## config.mk

```make
export PLATFORM = sky130hd
export DESIGN_NAME = frame_ownership_tracker_unit
export DESIGN_NICKNAME = d
export VERILOG_FILES = /design/src/rtl/fot_pkg.sv /design/src/rtl/frame_ownership_tracker_unit.sv
export SDC_FILE = /design/constraint.sdc
export NUM_CORES = 1
export LEC_CHECK = 0
export BUFFER_PORTS_ARGS = -buffer_cell sky130_fd_sc_hd__buf_2
export CAP_MARGIN = 10
export CORE_ASPECT_RATIO = 1.2
export CORE_UTILIZATION = 30
export CTS_CLUSTER_SIZE = 28
export DETAILED_ROUTE_END_ITERATION = 7
export MAX_ROUTING_LAYER = met4
export PLACE_DENSITY = 0.46
export SYNTH_ARGS = -nofsm -noshare
export SYNTH_HDL_FRONTEND = slang
export SYNTH_SLANG_ARGS = --single-unit
```

## constraint.sdc

```tcl
create_clock -name clk -period 4.4 [get_ports clk]
set_clock_uncertainty 0.05 [all_clocks]
set_input_delay 0.88 -clock clk [delete_from_list [all_inputs] [get_ports clk]]
set_output_delay 0.88 -clock clk [all_outputs]
set_load 0.01 [all_outputs]
```

## src/rtl/fot_pkg.sv

```systemverilog
// Package for the frame ownership tracker.
// Holds command and status codes, register indexes and field widths.
// No dependencies; imported by frame_ownership_tracker_unit and tb.
package fot_pkg;

  localparam int unsigned CMD_W   = 3;
  localparam int unsigned FRAME_W = 4;
  localparam int unsigned AGENT_W = 3;
  localparam int unsigned SET_W   = 8;
  localparam int unsigned CIDX_W  = 2;

  typedef enum logic [CMD_W-1:0] {
    CMD_PROD_RELEASE = 3'd0,
    CMD_CONS_RELEASE = 3'd1,
    CMD_PROD_QUERY   = 3'd2,
    CMD_CONS_QUERY   = 3'd3,
    CMD_CONS_UNREG   = 3'd4
  } cmd_t;

  typedef enum logic [1:0] {
    ST_OK         = 2'd0,
    ST_NOT_REG    = 2'd1,
    ST_DOUBLE_REL = 2'd2,
    ST_SHUTDOWN   = 2'd3
  } status_t;

  typedef enum logic [CIDX_W-1:0] {
    CFG_PRODUCER_SET = 2'd0,
    CFG_CONSUMER_SET = 2'd1,
    CFG_SHUTDOWN     = 2'd2
  } cfg_idx_t;

  typedef logic [SET_W-1:0] agent_set_t;

endpackage

```

## src/rtl/frame_ownership_tracker_unit.sv

```systemverilog
// Frame ownership tracker: full/done bits per frame, release and query commands.
// Depends on fot_pkg (codes, widths, types).
// Single module: input register, one pass of logic, result register.
//
//  channel   ports                                        handshake
//  -------   -------------------------------------------  -------------------------
//  command   start, busy, in_command, in_frame, in_agent  taken when start && !busy
//  result    out_valid, out_ready_res, out_became_full,   one-cycle strobe, no stall
//            out_became_empty, out_status
//  config    cfg_we, cfg_index, cfg_wdata                 written when cfg_we
//
// One command per cycle; each result passes the input register, then the state update
// and the result register.
// busy stays low: all per-frame bits sit in flops and are updated in that one pass.
// Synchronous active-low reset clears all frame bits and loads the register defaults.
// The receiver cannot stall; every command yields exactly one result strobe.
module frame_ownership_tracker_unit #(
  parameter int FRAME_COUNT = 16,
  parameter int MAX_AGENTS  = 8
) (
  input  logic                         clk,
  input  logic                         rst_n,
  input  logic                         start,
  output logic                         busy,
  input  logic [fot_pkg::CMD_W-1:0]    in_command,
  input  logic [fot_pkg::FRAME_W-1:0]  in_frame,
  input  logic [fot_pkg::AGENT_W-1:0]  in_agent,
  output logic                         out_valid,
  output logic                         out_ready_res,
  output logic                         out_became_full,
  output logic                         out_became_empty,
  output fot_pkg::status_t             out_status,
  input  logic                         cfg_we,
  input  logic [fot_pkg::CIDX_W-1:0]   cfg_index,
  input  logic [fot_pkg::SET_W-1:0]    cfg_wdata
);
  import fot_pkg::*;

  // Only the first sixteen frames can ever be addressed; the rest stay empty
  localparam int FRAMES_STORED =
    (FRAME_COUNT < (1 << FRAME_W)) ? FRAME_COUNT : (1 << FRAME_W);
  localparam int FI_W          = (FRAMES_STORED > 1) ? $clog2(FRAMES_STORED) : 1;
  localparam agent_set_t AGENT_MASK =
    (MAX_AGENTS >= SET_W) ? {SET_W{1'b1}} : SET_W'((9'd1 << MAX_AGENTS) - 9'd1);

  // Input register
  logic                 valid_r;
  logic [CMD_W-1:0]     cmd_r;
  logic [FRAME_W-1:0]   frame_r;
  logic [AGENT_W-1:0]   agent_r;

  // Tracker state
  logic                 frame_full_r [FRAMES_STORED];
  agent_set_t           prod_done_r  [FRAMES_STORED];
  agent_set_t           cons_done_r  [FRAMES_STORED];
  logic                 frame_full_nxt [FRAMES_STORED];
  agent_set_t           prod_done_nxt  [FRAMES_STORED];
  agent_set_t           cons_done_nxt  [FRAMES_STORED];
  agent_set_t           producer_set_r, producer_set_nxt;
  agent_set_t           active_cons_r, active_cons_nxt;
  logic                 shutdown_r, shutdown_nxt;

  // Result register
  logic                 out_valid_r;
  logic                 ready_r, ready_nxt;
  logic                 full_r, full_nxt;
  logic                 empty_r, empty_nxt;
  status_t              status_r, status_nxt;

  // Working signals for the selected frame
  logic                 in_range;
  logic [FI_W-1:0]      fidx;
  agent_set_t           abit, pset, cset, cset_unreg;
  logic                 sel_full, sel_full_new, sel_wr, unreg_do;
  agent_set_t           sel_pd, sel_cd, sel_pd_new, sel_cd_new, pd_or, cd_or;

  assign busy = 1'b0;

  // Capture a command
  always_ff @(posedge clk) begin
    if (!rst_n) begin
      valid_r <= 1'b0;
    end else begin
      valid_r <= start && !busy;
    end
    cmd_r   <= in_command;
    frame_r <= in_frame;
    agent_r <= in_agent;
  end

  // Decode and next state
  always_comb begin
    in_range   = (32'(frame_r) < 32'(FRAME_COUNT));
    fidx       = frame_r[FI_W-1:0];
    abit       = (SET_W'(1) << agent_r) & AGENT_MASK;
    pset       = producer_set_r & AGENT_MASK;
    cset       = active_cons_r & AGENT_MASK;
    cset_unreg = cset & ~abit;

    sel_full = in_range ? frame_full_r[fidx] : 1'b0;
    sel_pd   = in_range ? prod_done_r[fidx]  : '0;
    sel_cd   = in_range ? cons_done_r[fidx]  : '0;
    pd_or    = sel_pd | abit;
    cd_or    = sel_cd | abit;

    sel_full_new = sel_full;
    sel_pd_new   = sel_pd;
    sel_cd_new   = sel_cd;
    sel_wr       = 1'b0;
    unreg_do     = 1'b0;

    ready_nxt  = 1'b0;
    full_nxt   = 1'b0;
    empty_nxt  = 1'b0;
    status_nxt = ST_OK;

    producer_set_nxt = producer_set_r;
    active_cons_nxt  = active_cons_r;
    shutdown_nxt     = shutdown_r;

    if (valid_r && (in_range || cmd_r == CMD_CONS_UNREG)) begin
      unique case (cmd_r)
        CMD_PROD_RELEASE: begin
          if ((pset & abit) == '0) begin
            status_nxt = ST_NOT_REG;
          end else if ((sel_pd & abit) != '0) begin
            status_nxt = ST_DOUBLE_REL;
          end else begin
            sel_wr     = 1'b1;
            sel_pd_new = pd_or;
            if ((pd_or & pset) == pset) begin
              sel_pd_new   = '0;
              sel_full_new = 1'b1;
              full_nxt     = 1'b1;
              // no consumer outstanding: drop straight back to empty
              if ((sel_cd & cset) == cset) begin
                sel_full_new = 1'b0;
                sel_cd_new   = '0;
                empty_nxt    = 1'b1;
              end
            end
          end
        end
        CMD_CONS_RELEASE: begin
          if ((cset & abit) == '0) begin
            status_nxt = ST_NOT_REG;
          end else begin
            sel_wr     = 1'b1;
            sel_cd_new = cd_or;
            if ((cd_or & cset) == cset) begin
              sel_full_new = 1'b0;
              sel_cd_new   = '0;
              empty_nxt    = 1'b1;
            end
          end
        end
        CMD_PROD_QUERY: begin
          if ((pset & abit) == '0) begin
            status_nxt = ST_NOT_REG;
          end else if (shutdown_r) begin
            status_nxt = ST_SHUTDOWN;
          end else begin
            ready_nxt = !sel_full && ((sel_pd & abit) == '0);
          end
        end
        CMD_CONS_QUERY: begin
          if ((cset & abit) == '0) begin
            status_nxt = ST_NOT_REG;
          end else if (shutdown_r) begin
            status_nxt = ST_SHUTDOWN;
          end else begin
            ready_nxt = sel_full && ((sel_cd & abit) == '0);
          end
        end
        CMD_CONS_UNREG: begin
          if ((cset & abit) == '0) begin
            status_nxt = ST_NOT_REG;
          end else begin
            unreg_do        = 1'b1;
            active_cons_nxt = active_cons_r & ~abit;
          end
        end
        default: begin
          // unknown command: all-zero result, no change
        end
      endcase
    end

    // Per-frame update; unregister sweeps every frame in parallel
    for (int f = 0; f < FRAMES_STORED; f++) begin
      frame_full_nxt[f] = frame_full_r[f];
      prod_done_nxt[f]  = prod_done_r[f];
      cons_done_nxt[f]  = cons_done_r[f];
      if (sel_wr && fidx == FI_W'(f)) begin
        frame_full_nxt[f] = sel_full_new;
        prod_done_nxt[f]  = sel_pd_new;
        cons_done_nxt[f]  = sel_cd_new;
      end
      if (unreg_do) begin
        cons_done_nxt[f] = cons_done_r[f] & ~abit;
        if ((cons_done_nxt[f] & cset_unreg) == cset_unreg) begin
          frame_full_nxt[f] = 1'b0;
          cons_done_nxt[f]  = '0;
          empty_nxt         = 1'b1;
        end
      end
    end

    // Register writes (user must write only while idle; the block does not enforce it); stale done bits are pruned
    if (cfg_we) begin
      unique case (cfg_index)
        CFG_PRODUCER_SET: begin
          producer_set_nxt = cfg_wdata;
          for (int f = 0; f < FRAMES_STORED; f++) begin
            prod_done_nxt[f] = prod_done_r[f] & cfg_wdata;
          end
        end
        CFG_CONSUMER_SET: begin
          active_cons_nxt = cfg_wdata;
          for (int f = 0; f < FRAMES_STORED; f++) begin
            cons_done_nxt[f] = cons_done_r[f] & cfg_wdata;
          end
        end
        CFG_SHUTDOWN: begin
          shutdown_nxt = cfg_wdata[0];
        end
        default: begin
          // index beyond the register list: ignored
        end
      endcase
    end
  end

  // State and result registers
  always_ff @(posedge clk) begin
    if (!rst_n) begin
      for (int f = 0; f < FRAMES_STORED; f++) begin
        frame_full_r[f] <= 1'b0;
        prod_done_r[f]  <= '0;
        cons_done_r[f]  <= '0;
      end
      producer_set_r <= SET_W'(1);
      active_cons_r  <= SET_W'(1);
      shutdown_r     <= 1'b0;
      out_valid_r    <= 1'b0;
    end else begin
      frame_full_r   <= frame_full_nxt;
      prod_done_r    <= prod_done_nxt;
      cons_done_r    <= cons_done_nxt;
      producer_set_r <= producer_set_nxt;
      active_cons_r  <= active_cons_nxt;
      shutdown_r     <= shutdown_nxt;
      out_valid_r    <= valid_r;
    end
    ready_r  <= ready_nxt;
    full_r   <= full_nxt;
    empty_r  <= empty_nxt;
    status_r <= status_nxt;
  end

  assign out_valid        = out_valid_r;
  assign out_ready_res    = ready_r;
  assign out_became_full  = full_r;
  assign out_became_empty = empty_r;
  assign out_status       = status_r;

`ifndef SYNTHESIS
  // every accepted command produces a result once it has passed both registers
  a_result_follows: assert property (@(posedge clk) disable iff (!rst_n)
    (start && !busy) |=> ##1 out_valid)
    else $error("accepted command produced no result");

  // a positive query answer only comes with ok status
  a_ready_ok: assert property (@(posedge clk) disable iff (!rst_n)
    (out_valid && out_ready_res) |-> (out_status == ST_OK))
    else $error("ready reported with error status");

  // an error leaves no fill or empty event
  a_err_no_event: assert property (@(posedge clk) disable iff (!rst_n)
    (out_valid && out_status != ST_OK) |-> (!out_became_full && !out_became_empty))
    else $error("event flagged on an errored command");

  // active consumers only gain members through a register write
  a_active_no_gain: assert property (@(posedge clk) disable iff (!rst_n)
    !cfg_we |=> ((active_cons_r & ~$past(active_cons_r)) == '0))
    else $error("active consumer set grew without a write");
`endif

endmodule

```

### Word-level counts from Yosys, hierarchy flattened

Cells that the tools add are included.

* register bits: 306
* input bits: 24
* output and inout bits: 7
* logic and storage cells: 422

* magnitude comparators: 1
* equality and inequality tests: 40
* shift-type cells: 1
* multiplexer cells: 211
* bitwise logic cells: 78
* reductions and logical operators: 31

Operators with widths (count)
* two-way mux 8 bit: 85
* AND 8 bit: 72
* two-way mux 128 bit: 4
* == test 8 bit: 19
* two-way mux 1 bit: 108
* binary-select mux 8 bit (select 4 bit): 2
* == test 4 bit (second input constant): 8
* zero test 8 bit: 4
* logical AND 1 bit: 18
* == test 4 x 3 -> 1 bit (second input constant): 4
* bitwise OR 8 bit: 2
* one-hot mux 8 bit (2 select lines): 1
* two-way mux 2 bit: 5
* == test 4 x 2 -> 1 bit (second input constant): 2
* NOT 8 bit: 1
* one-hot mux 1 bit (2 select lines): 4
* one-hot mux 2 bit (4 select lines): 1
* nonzero test 8 bit: 1
* left shift 1 x 3 -> 8 bit (first input constant): 1
* == test 3 x 2 -> 1 bit (second input constant): 2
* greater-or-equal comparator 5 bit (second input constant): 1
* NOT 4 -> 5 bit: 1
* binary-select mux 1 bit (select 4 bit): 1
* == test 4 x 1 -> 1 bit (second input constant): 1
* other kinds (12): 14

### Longest topological paths before layout

* depth in word-level cells: 44
* depth in mapped cells: 17

### Worst setup path after synthesis

No wires, ideal clock.

* path kind: register to register
* start point: reg frame_r[1] (netlist: fidx[1])
* end point: reg cons_done_r[102] (netlist bit)
* setup time: 121 ps
* data arrival time: 3063 ps
* data required time: 4229 ps
* setup slack: 1166 ps
* stages on the path, launching flop included: 18
* path buffers: 8
* period minus slack after synthesis: 3234 ps
* cell sequence: dfxtp_1 -> buf_6 -> buf_12 -> buf_12 -> buf_12 -> buf_12 -> buf_12 -> buf_12 -> mux2i_1 -> a22oi_2 -> o32ai_1 -> a211oi_2 -> nand4_2 -> a211oi_4 -> a21oi_4 -> a221oi_4 -> buf_6 -> o21ai_1

* word-level cells in the longest chain between the ends: 16

Ends and longest elaborated chain
* start, declared: RTL line frame_ownership_tracker_unit.sv:49 `logic [FRAME_W-1:0] frame_r;`
* start signal, assigned: RTL line frame_ownership_tracker_unit.sv:87 `frame_r <= in_frame;`
* NOT 4 -> 5 bit (implied by the code): RTL line frame_ownership_tracker_unit.sv:101, frame_ownership_tracker_unit.sv:102
* binary-select mux 8 bit (select 4 bit), on equally long branches: RTL line frame_ownership_tracker_unit.sv:102, frame_ownership_tracker_unit.sv:101
* two-way mux 8 bit, on equally long branches (2 in series): RTL line frame_ownership_tracker_unit.sv:102, frame_ownership_tracker_unit.sv:101
* AND 8 bit / bitwise OR 8 bit (equally long branches): RTL line frame_ownership_tracker_unit.sv:136, frame_ownership_tracker_unit.sv:103
* == test 8 bit / AND 8 bit (equally long branches): RTL line frame_ownership_tracker_unit.sv:136, frame_ownership_tracker_unit.sv:131
* two-way mux 8 bit / == test 8 bit (equally long branches): RTL line frame_ownership_tracker_unit.sv:136, frame_ownership_tracker_unit.sv:131
* two-way mux 8 bit: RTL line frame_ownership_tracker_unit.sv:131 `if ((pd_or & pset) == pset) begin`
* two-way mux 8 bit: RTL line frame_ownership_tracker_unit.sv:126 `end else if ((sel_pd & abit) != '0) begin`
* two-way mux 8 bit: RTL line frame_ownership_tracker_unit.sv:124 `if ((pset & abit) == '0) begin`
* one-hot mux 8 bit (2 select lines): RTL line frame_ownership_tracker_unit.sv:122 `unique case (cmd_r)`
* two-way mux 8 bit: RTL line frame_ownership_tracker_unit.sv:121 `if (valid_r && (in_range || cmd_r == CMD_CONS_UNREG)) begin`
* two-way mux 8 bit (*): RTL line frame_ownership_tracker_unit.sv:194 `if (sel_wr && fidx == FI_W'(f)) begin`
* two-way mux 8 bit (*): RTL line frame_ownership_tracker_unit.sv:199 `if (unreg_do) begin`
* two-way mux 128 bit: RTL line frame_ownership_tracker_unit.sv:211 `unique case (cfg_index)`
* two-way mux 128 bit (*): RTL line frame_ownership_tracker_unit.sv:210 `if (cfg_we) begin`
* end signal, assigned: RTL line frame_ownership_tracker_unit.sv:249 `cons_done_r <= cons_done_nxt;`
* end, declared: RTL line frame_ownership_tracker_unit.sv:55 `agent_set_t cons_done_r [FRAMES_STORED];`

Mark *: on every way between the ends. The rest lies on a longest branch, timed or not. The select of a mux whose other input is x is not followed.
A chain may end at the register's enable or synchronous reset.

### Final worst setup path

* start point: reg agent_r[0]
* end point: reg cons_done_r[34] (netlist bit)

* word-level cells in the longest chain between the ends: 13

Ends and longest elaborated chain
* start, declared: RTL line frame_ownership_tracker_unit.sv:50 `logic [AGENT_W-1:0] agent_r;`
* start signal, assigned: RTL line frame_ownership_tracker_unit.sv:88 `agent_r <= in_agent;`
* left shift 1 x 3 -> 8 bit (*): RTL line frame_ownership_tracker_unit.sv:95 `abit = (SET_W'(1) << agent_r) & AGENT_MASK;`
* bitwise OR 8 bit: RTL line frame_ownership_tracker_unit.sv:103 `pd_or = sel_pd | abit;`
* AND 8 bit: RTL line frame_ownership_tracker_unit.sv:131
* == test 8 bit: RTL line frame_ownership_tracker_unit.sv:131
* two-way mux 8 bit: RTL line frame_ownership_tracker_unit.sv:131
* two-way mux 8 bit: RTL line frame_ownership_tracker_unit.sv:126
* two-way mux 8 bit: RTL line frame_ownership_tracker_unit.sv:124
* one-hot mux 8 bit (2 select lines): RTL line frame_ownership_tracker_unit.sv:122
* two-way mux 8 bit: RTL line frame_ownership_tracker_unit.sv:121
* two-way mux 8 bit: RTL line frame_ownership_tracker_unit.sv:194
* two-way mux 8 bit (*): RTL line frame_ownership_tracker_unit.sv:199
* two-way mux 128 bit: RTL line frame_ownership_tracker_unit.sv:211
* two-way mux 128 bit (*): RTL line frame_ownership_tracker_unit.sv:210

Mark *: on every way between the ends. The rest lies on a longest branch, timed or not.

==> results.cfg <==
[placement]
portBuffers = 29
gp_congestion = 0.962
place_area_um2 = 17600
post-place-ws_ns = 0.104
dpl.hpwl_um = 52600

[floorplan]
coreArea_um2 = 54900
floorplan.initialDensity_pct = 30.4
fp.dieW_um = 217
io_pins = 31
die_h_um = 260
die-area_um2 = 56600
rows = 94

[logic_synthesis]
ys_ff_latch = 306
synth_cell_type_count = 87
synth_flop_cell = dfxtp_1
synthArstFlopShare_pct = 0
syn_nets = 1941
synthTopCellsByArea = dfxtp_1 37%, o21ai_0 12%, mux4_2 5.0%
yosysTopAreaCellShare_pct = 36.7
syn_area_um2 = 16700
synth_edf_count = 0
yosysSeqAreaShare_pct = 36.7
yosysTopAreaCell = dfxtp_1
yosysWarnings = 0
synthCells = 1917
syn_avg_cell_area_um2 = 8.71

[detailed_routing]
wl_met2_um = 35200
top_layer = met4
vias = 16600
dr.pass1.iters = 7
viasPerCell = 6.25
wl_met3_um = 4980
drt-total-wl_um = 74100
wl_met1_um = 30200
routedWlPerCell_um = 27.9
route.detailed.drc = 0
drt_iter0_markers = 1512
ant_nets = 0

[clock_tree]
cts_tree = built
clock_latency_ns = 0.58
cts_buffers = 37
root_buffer = clkbuf_16
cts_buffer_depth = 3
h-tree-depth = 2
clkSinkCount = 306
ctsHoldBuffers = 0
cts.clk_slew.worst_paths_ns = 0.06

[setup_path]
cp_max_fo = 20
cp_slowest_cell = dfxtp_1
worstPathRequired_ns = 4.79
endpoint_kind = flop
regToRegSetupSlack_ns = 0.19
timing.rr.start = agent_r[0]$_DFF_P_
crit_top_cell = a2bb2oi_1
critPathMaxStageDelay_ns = 0.84
rr_endpoint = cons_done_r[34]$_SDFF_PN0_
arrival_ns = 4.59
path_class = flop to flop
worstPathCellList = or3_1 -> o22ai_1 -> a2111oi_0 -> a2bb2oi_1 -> a2bb2oi_1 -> nor4_2 -> a21oi_4 -> o211ai_4 -> o21ai_0
rr_worst_depth = 9
cp-start-kind = flop

[hold_path]
min-delay-start = in_frame[3]
min_to = fidx[3]$_DFF_P_
hold-path-cell-count = 1
hold_class = input port to flop

[timing]
final-hold-violation-count = 0
setup_ws_ns = 0.191
setup_viol = 0
setup_tns_ns = 0
rsz0062_at_grt = false
fin_crit_sh_pct = 95.7
relSlewSlack_pct = 37.4
tightestPinTransition_ns = 0.937
worst_hold_slack_ns = 0.359
max_freq_mhz = 238
slew_viol_final = 0
finalCriticalPeriod_ns = 4.21

[power_and_ir_drop]
irDropWorstVdd_v = 0.000268
power.leakage_nw = 6.41
p_total_mw = 6.58
powerDensity_nw_per_um2 = 349

[cells_and_area]
regArea_um2 = 6140
fillers = 5714
finalInstanceArea_um2 = 18900
drive_above_1_share_pct = 15.0
area.growth.synth_to_final_pct = 13.0
final_common_cell = o21ai_0
most-common-layout-cells = 393 x o21ai_0, 302 x dfxtp_1, 134 x nand3_1, 118 x nand2_1, 87 x buf_4
layout.nets = 1933
multiInputGateArea_um2 = 9610

[run_status]
status = finished, final reports clean

[global_route]
grt_pass1_vias = 16000
grt_pass1_wl_um = 109000
overflow = 0
antenna_found_initial = 1
grt_max_degree = 50
grt_use_total_pct = 26.6

[flow_run]
max_cap_violations = 0
## worst max path at each step
| stage | startpoint | to | slack [ns] | depth (start not counted) |
|---|---|---|---|---|
| final | agent_r[0]$_DFF_P_ | cons_done_r[34]$_SDFF_PN0_ | 0.19 | 9 |
| after detailed placement | fidx[1]$_DFF_P_ | cons_done_r[34]$_SDFF_PN0_ | 0.10 | 10 |
| after floorplan | fidx[1]$_DFF_P_ | cons_done_r[102]$_SDFF_PN0_ | 1.17 | 17 |
| after CTS | fidx[1]$_DFF_P_ | cons_done_r[34]$_SDFF_PN0_ | 0.15 | 10 |
| after global placement | fidx[1]$_DFF_P_ | cons_done_r[34]$_SDFF_PN0_ | 0.14 | 10 |
| after global routing | agent_r[0]$_DFF_P_ | cons_done_r[42]$_SDFF_PN0_ | 0.02 | 9 |
## synth_stat cells, types with 18 or more instances
cell type,number
o21ai_0,394
dfxtp_1,306
nand3_1,134
nand2_1,118
clkbuf_1,107
mux2i_1,72
o21ai_1,71
nor2_1,67
o22ai_1,60
a21oi_1,40
mux4_2,37
nor3_1,28
o211ai_1,27
a21boi_0,24
a22oi_1,24
o221ai_1,24
buf_2,22
o31ai_1,22
and2_1,18
## worst max-delay path: cells and delay by family (launching register included)
| kind | cells | cell delay (ns) |
|---|---|---|
| flip-flops | 1 | 0.84 |
| AO/OA/AOI/OAI | 7 | 2.18 |
| AND/OR/NAND/NOR | 2 | 1.00 |
## metal layers
metal  GRT usage [%]  vias to the layer above
li1                -                     7337
met1            32.3                     8210
met2            43.5                      857
met3            3.67                      224
met4            12.6                        0
met5               -                        -
## logic make-up (layout without fill, tap and decap cells)
group / after synthesis / count (layout) / synth area share [%]
buf+inv: 184 / 205 / 5.83
flops: 306 / 306 / 36.7
simple gates: 465 / 465 / 13.9
other cells: 1 / 2 / 0.0225
mux: 133 / 133 / 12.1
compound gates: 828 / 828 / 31.5
## report_power, final
group	leakage [nW]	total, mW	internal (mW)	switching [mW]
registers	2.47	2.82	2.78	0.0404
clock network	0.598	3.06	1.74	1.33
logic	3.34	0.689	0.210	0.479
total	6.41	6.58	4.73	1.85
## registers in the layout (all words and copies together) (netlist names)
signal,cells
producer_set_r,8
agent_r,3
cmd_r,3
frame_full_r,16
fidx,4
cons_done_r,128
out_ready_res,1
valid_r,1
out_became_full,1
out_became_empty,1
out_status,2
active_cons_r,8
prod_done_r,128
shutdown_r,1
out_valid,1
## layout make-up
| type | count | share of cell area, % |
|---|---|---|
| inverter | 13 | 0.259 |
| tap | 720 | 4.78 |
| timing repair buffer | 124 | 5.08 |
| clock inverter | 16 | 0.630 |
| sequential | 306 | 32.5 |
| clock buffer | 52 | 5.74 |
| multi-input combinational | 1427 | 51.0 |
| antenna | 1 | 0.0133 |
## stage by stage
stage	util (%)	std cells
finish	34.3	2659
global route	34.3	2659
CTS	34.3	2657
detailed placement	32.1	2589
global placement	32.1	2589
floorplan	-	1917
## repair_timing
item,in CTS,in global routing
setup endpoints to repair,0,7
resized for setup,0,1
setup buffers,0,1
No activity file was read; power rests on OpenSTA's default activity.
